### src/design/ffea_pkg.sv
// shared types and constants for the first-fit extent allocator
// no dependencies
`default_nettype none
package ffea_pkg;
  typedef enum logic [1:0] {
    ST_OK       = 2'd0,
    ST_NO_SPACE = 2'd1,
    ST_OVERLAP  = 2'd2,
    ST_FULL     = 2'd3
  } status_t;

  typedef enum logic [0:0] {
    ACT_ALLOC = 1'b0,
    ACT_FREE  = 1'b1
  } action_t;

  typedef enum logic [1:0] {
    OP_NONE   = 2'd0,
    OP_UPDATE = 2'd1,
    OP_REMOVE = 2'd2,
    OP_INSERT = 2'd3
  } op_t;

  typedef enum logic [3:0] {
    S_IDLE,
    S_SCAN_REQ,
    S_SCAN_CHK,
    S_DECIDE,
    S_SHIFT_REQ,
    S_SHIFT_WR,
    S_WRITE,
    S_DONE
  } state_t;
endpackage
`default_nettype wire

### src/design/ffea_table.sv
// extent table memory: start and length per entry, one write port, one registered read port
// depends on ffea_pkg
`default_nettype none
module ffea_table #(
  parameter int ADDR_BITS   = 24,
  parameter int MAX_EXTENTS = 64,
  parameter int IDX_BITS    = 6
) (
  input  wire logic                 clk,
  input  wire logic                 we,
  input  wire logic [IDX_BITS-1:0]  waddr,
  input  wire logic [ADDR_BITS-1:0] wstart,
  input  wire logic [ADDR_BITS:0]   wlen,
  input  wire logic [IDX_BITS-1:0]  raddr,
  output logic      [ADDR_BITS-1:0] rstart,
  output logic      [ADDR_BITS:0]   rlen
);
  import ffea_pkg::*;

  logic [ADDR_BITS-1:0] mem_start [MAX_EXTENTS];
  logic [ADDR_BITS:0]   mem_len   [MAX_EXTENTS];

  always_ff @(posedge clk) begin
    if (we) begin
      mem_start[waddr] <= wstart;
      mem_len[waddr]   <= wlen;
    end
    rstart <= mem_start[raddr];
    rlen   <= mem_len[raddr];
  end
endmodule
`default_nettype wire

### config.mk
export PLATFORM = sky130hd
export DESIGN_NAME = ffea_table
export DESIGN_NICKNAME = d
export VERILOG_FILES = /design/src/design/ffea_pkg.sv /design/src/design/ffea_table.sv
export SDC_FILE = /design/constraint.sdc
export NUM_CORES = 2
export LEC_CHECK = 0
export BUFFER_PORTS_ARGS = -buffer_cell sky130_fd_sc_hd__buf_2
export CORE_MARGIN = 8
export CORE_UTILIZATION = 30
export CTS_CLUSTER_DIAMETER = 50
export DETAILED_ROUTE_END_ITERATION = 8
export GPL_TIMING_DRIVEN = 0
export PLACE_DENSITY = 0.56
export RECOVER_POWER = 25
export REMOVE_ABC_BUFFERS = 1
export SETUP_SLACK_MARGIN = 0.15
export SYNTH_ARGS = -nofsm -noshare
export SYNTH_HDL_FRONTEND = slang
export SYNTH_SLANG_ARGS = --single-unit
### constraint.sdc
create_clock -name clk -period 8.5 [get_ports clk]
set_input_delay 1.7 -clock clk [delete_from_list [all_inputs] [get_ports clk]]
set_output_delay 1.7 -clock clk [all_outputs]
set_load 0.05 [all_outputs]
Yosys cells after proc, flatten, opt, wreduce, memory -nomap -nowiden
Memory sizes are Yosys's and may differ from the RTL's. A register that Yosys moved wholly into a read port is not among the register bits.
Index checks and enable logic that the tools add are counted.
{"block": "classes", "mux": 2}
{"cell": "$mux 1", "n": 2}
{"block": "word_totals", "output_inout_bits": 49, "regBits": 0, "in_bits": 63, "memories": 2, "ram_bits": 3136, "wordCells": 4}
{"memory": "mem_len", "words": 64, "word_bits": 25, "rd": 1, "rd_clocked_by_memory_dff": 1, "wr": 1, "line_no": "ffea_table.sv:21", "rtl": "logic [ADDR_BITS:0] mem_len [MAX_EXTENTS];"}
{"memory": "mem_start", "words": 64, "word_bits": 24, "rd": 1, "rd_clocked_by_memory_dff": 1, "wr": 1, "line_no": "ffea_table.sv:20", "rtl": "logic [ADDR_BITS-1:0] mem_start [MAX_EXTENTS];"}

Logic depth before layout (Yosys ltp)
{"block": "depth", "depth_word": 2, "mapped_depth": 10, "depth_no_buf": 5}

Least setup slack after synthesis
Ideal clock, no wire load.
{"block": "synth_path", "kind": "input -> register", "startpoint": "in waddr[5]", "endpoint": "mem mem_len[32][0] (netlist name), enable pin", "arrival_ps": 4584, "path_buffers": 2, "t_required_ps": 8044, "setup_slack_ps": 3461, "stages": 4, "setup_ps": 456, "cell_sequence": "clkbuf_1 > or3b_2 > clkbuf_1 > nor2_1"}
{"item": "from (decl)", "line_no": "ffea_table.sv:11", "rtl": "input wire logic [IDX_BITS-1:0] waddr,"}
{"item": "to (decl)", "line_no": "ffea_table.sv:21"}
No word-level cell before the write port.

==> flow_summary.yaml <==
status:
  status: "complete, but fails checks"
  violated_checks: "max-capacitance violations, max-slew violations"
power:
  fin_total_pwr_mw: 33.9
  p_sw_share_pct: 21.5
  pwr-share-comb_pct: 4.7
  power.leakage_nw: 43.2
  internal_power_mw: 26.7
  total_switching_power_mw: 7.29
  vdd.ir_drop.worst_v: 0.000157
  power_density_mw_per_mm2: 239
  power.sequential.fraction_pct: 51.4
  clockPowerShare_pct: 43.9
setup_path:
  cp_slowest_stage_delay_ns: 1.02
  critical_path.n_buffers_inverters: 6
  critPathRequiredTime_ns: 9.13
  timing.critical_path.mode_cell: "sky130_fd_sc_hd__buf_16"
  path_cells: "buf_8, buf_16, buf_16, buf_16, nor2b_4, buf_12, buf_16, a221oi_1, a221oi_1"
  critical-path-top-delay-family: "buffers and inverters"
  critical_path.endpoint_type: "flip-flop"
  critPathMaxFanout: 85
  crit_cells: 9
  worst-r2r-cell-count: 5
  cp_data_arrival_time_ns: 5.69
  worst_path_max_delay_cell: "sky130_fd_sc_hd__a221oi_1"
  ff2ff_setup_slack_ns: 6.35
  worst_setup_path_start_kind: "input port"
  critPathKind: "in2reg"
detailed_routing:
  drt-pass1-iter-count: 7
  wl_per_cell_um: 28.5
  via_count: 56279
  initialDrtViolationCount: 6062
  routed_wirelength_mm: 314
  detailed_route_drc_error_count: 0
  routed_antenna_nets: 0
  post_drt_via_cell_ratio: 5.10
clocking:
  cts.repair.resized: 0
  holdBufCountCts: 0
  max-clock-path-buffers: 4
  cts_buffers: 342
  htree_levels: 5
  worstSkewPairLatency_ns: 0.89
  cts_setup_buffers: 0
  cts_sink_count: 3185
  clock_tree.root_cell: "sky130_fd_sc_hd__clkbuf_16"
  clock_tree_from_tritoncts: "done"
  clk_transition_reported_paths_ns: 0.06
yosys:
  yosysWarningCount: 0
  yosys.cell_types.count: 34
  synth.ff_latch_count: 3185
  synthesis.area_per_instance_um2: 23.5
  synthesis.area_mm2: 0.120
  synth.yosys.seq_area_share_pct: 79.5
  postSynthCellCount: 5095
sta:
  timing.max_slew.rel_slack_pct: -73.6
  final.hold.worst_slack_ns: 0.782
  slew_violations: 2340
  timing.final.crit_share_pct: 59.5
  timing.setup.tns_ns: 0
  final.min_clock_period_ns: 5.06
  finClkSkew_ns: 0.0673
  rsz0062_at_grt: "no"
  timing_hold_violations_final: 0
  setup_viol: 0
  timing_worst_slew_pin_value_ns: 2.60
  final.setup.worst_slack_ns: 3.44
  timing.fmax_mhz: 198
floorplanning:
  start_util_pct: 30.1
  pin_count: 112
  die_extent_in_y_um: 648
  core-area_mm2: 0.398
  die_boundary_width_um: 648
  placement_rows: 232
  full_die_area_mm2: 0.419
placed_design:
  dpl.cell_count: 10394
  dp_worst_setup_slack_ns: 2.30
  place_congestion: 0.687
  place.port_buffers: 111
  placed_cell_area_mm2: 0.131
  dp.final_hpwl_mm: 193
run:
  drv.max_cap_violation_count: 36
hold_path:
  worstHoldPathType: "reg2reg"
  worst_hold_path.num_cells: 4
layout:
  num-nets-final: 5536
  post_route_cells_drive_above_1_share_pct: 29.1
  areaGrowthSynthToFinish_pct: 18.5
  final_design_area_no_fill_mm2: 0.142
  finish.cell_count_without_fillers: 11026
  utilization_after_layout_pct: 35.6
grt:
  grt_pass1_vias: 58103
  overflow: 0
  first_pass_grt_wire_length_mm: 442
  antenna_found_initial: 32
  grt.total_usage_pct: 14.6
  grt_start_max_net_pins: 116
logic make-up after synthesis:
| logic type | Yosys count | share of synthesized area [%] |
|---|---|---|
| simple gates | 262 | 0.973 |
| compound gates | 500 | 3.07 |
| mux | 854 | 15.1 |
| flops | 3185 | 79.5 |
| buf+inv | 294 | 1.32 |
path summary, 6_finish.rpt:
check                                        from          to
worst max register to register  mem_start[53][21]  rstart[21]
worst min register to register  mem_start[58][16]  rstart[16]
worst min-delay path            mem_start[58][16]  rstart[16]
worst max-delay path                     raddr[2]   rstart[7]
sequential cells by signal, summed over array words and instances, names as in the netlist:
register / cells
mem_len: 1600
mem_start: 1536
rlen: 25
rstart: 24
cell usage after synthesis, drive strengths merged:
library cell,instances,share of area [%]
a31o,10,0.073
a22oi,74,0.46
o22ai,118,0.62
nor3,3,0.013
nand2b,8,0.042
nor2b,31,0.16
o21ai,1,0.0042
and2,3,0.016
a311oi,20,0.15
nor2,134,0.42
a221oi,79,0.59
buf,160,0.90
nand3,8,0.033
nand4,1,0.0052
dfxtp,49,0.82
clkbuf,134,0.42
or2,3,0.016
mux2i,72,0.60
a21oi,71,0.30
or3,2,0.010
nand3b,6,0.038
a211oi,45,0.28
o211a,1,0.0084
nand2,58,0.18
or3b,5,0.037
a22o,56,0.41
edfxtp,3136,79
o221ai,25,0.18
mux2,20,0.19
mux4,762,14
cells in the final DEF (no fill, tap or decap), types with 17 or more instances in the layout:
cell type                    count
sky130_fd_sc_hd__edfxtp_1     3136
sky130_fd_sc_hd__o221ai_1       25
sky130_fd_sc_hd__a211oi_1       45
sky130_fd_sc_hd__a21oi_1        71
sky130_fd_sc_hd__clkinv_1       49
sky130_fd_sc_hd__a311oi_1       20
sky130_fd_sc_hd__a22oi_1        74
sky130_fd_sc_hd__clkbuf_1      107
sky130_fd_sc_hd__nor2_1         67
sky130_fd_sc_hd__nor2_4         67
sky130_fd_sc_hd__o22ai_1       118
sky130_fd_sc_hd__clkinv_8       17
sky130_fd_sc_hd__a22o_1         56
sky130_fd_sc_hd__mux4_2        762
sky130_fd_sc_hd__a221oi_1       77
sky130_fd_sc_hd__inv_6          22
sky130_fd_sc_hd__nand2_1        56
sky130_fd_sc_hd__buf_2          71
sky130_fd_sc_hd__clkbuf_16     348
sky130_fd_sc_hd__nor2b_1        25
sky130_fd_sc_hd__buf_12        159
sky130_fd_sc_hd__buf_16         58
sky130_fd_sc_hd__clkinvlp_4     20
sky130_fd_sc_hd__mux2_2         20
sky130_fd_sc_hd__clkinv_2       37
sky130_fd_sc_hd__mux2i_1        72
sky130_fd_sc_hd__dfxtp_1        49
sky130_fd_sc_hd__bufinv_16      35
worst min-delay path: stages (launching register included):
cell,delay (ns)
sky130_fd_sc_hd__edfxtp_1,0.32
sky130_fd_sc_hd__mux2i_1,0.06
sky130_fd_sc_hd__nand2_1,0.06
sky130_fd_sc_hd__a311oi_1,0.09
sky130_fd_sc_hd__a211oi_1,0.20
power groups by stage:
stage	combinational [mW]	clock, mW	sequential (mW)
2_1_floorplan	0.640	0	17.9
6_report	1.61	14.9	17.4
5_1_grt	1.71	15.8	17.5
4_1_cts	1.64	15.2	17.4
3_3_place_gp	2.21	0	17.8
3_5_place_dp	1.64	0	17.8
layer usage:
metal	vias up	share of wire, %	global-route usage [%]
met5	-	0.034	0
met4	18	3.1	4.39
met3	526	7.0	2.55
met2	2258	49	24.3
met1	30628	41	19.5
li1	22849	-	-
layout make-up:
type | instances | area [µm²]
diodes | 12 | 30.0
clock buffers | 421 | 9000
clock inverters | 199 | 2220
fillers | 36121 | 256000
multi-input cells | 1616 | 23500
flip-flops and latches | 3185 | 95200
well taps | 5265 | 6590
repair buffers | 328 | 5320
Power figures use the tool's default switching activity.
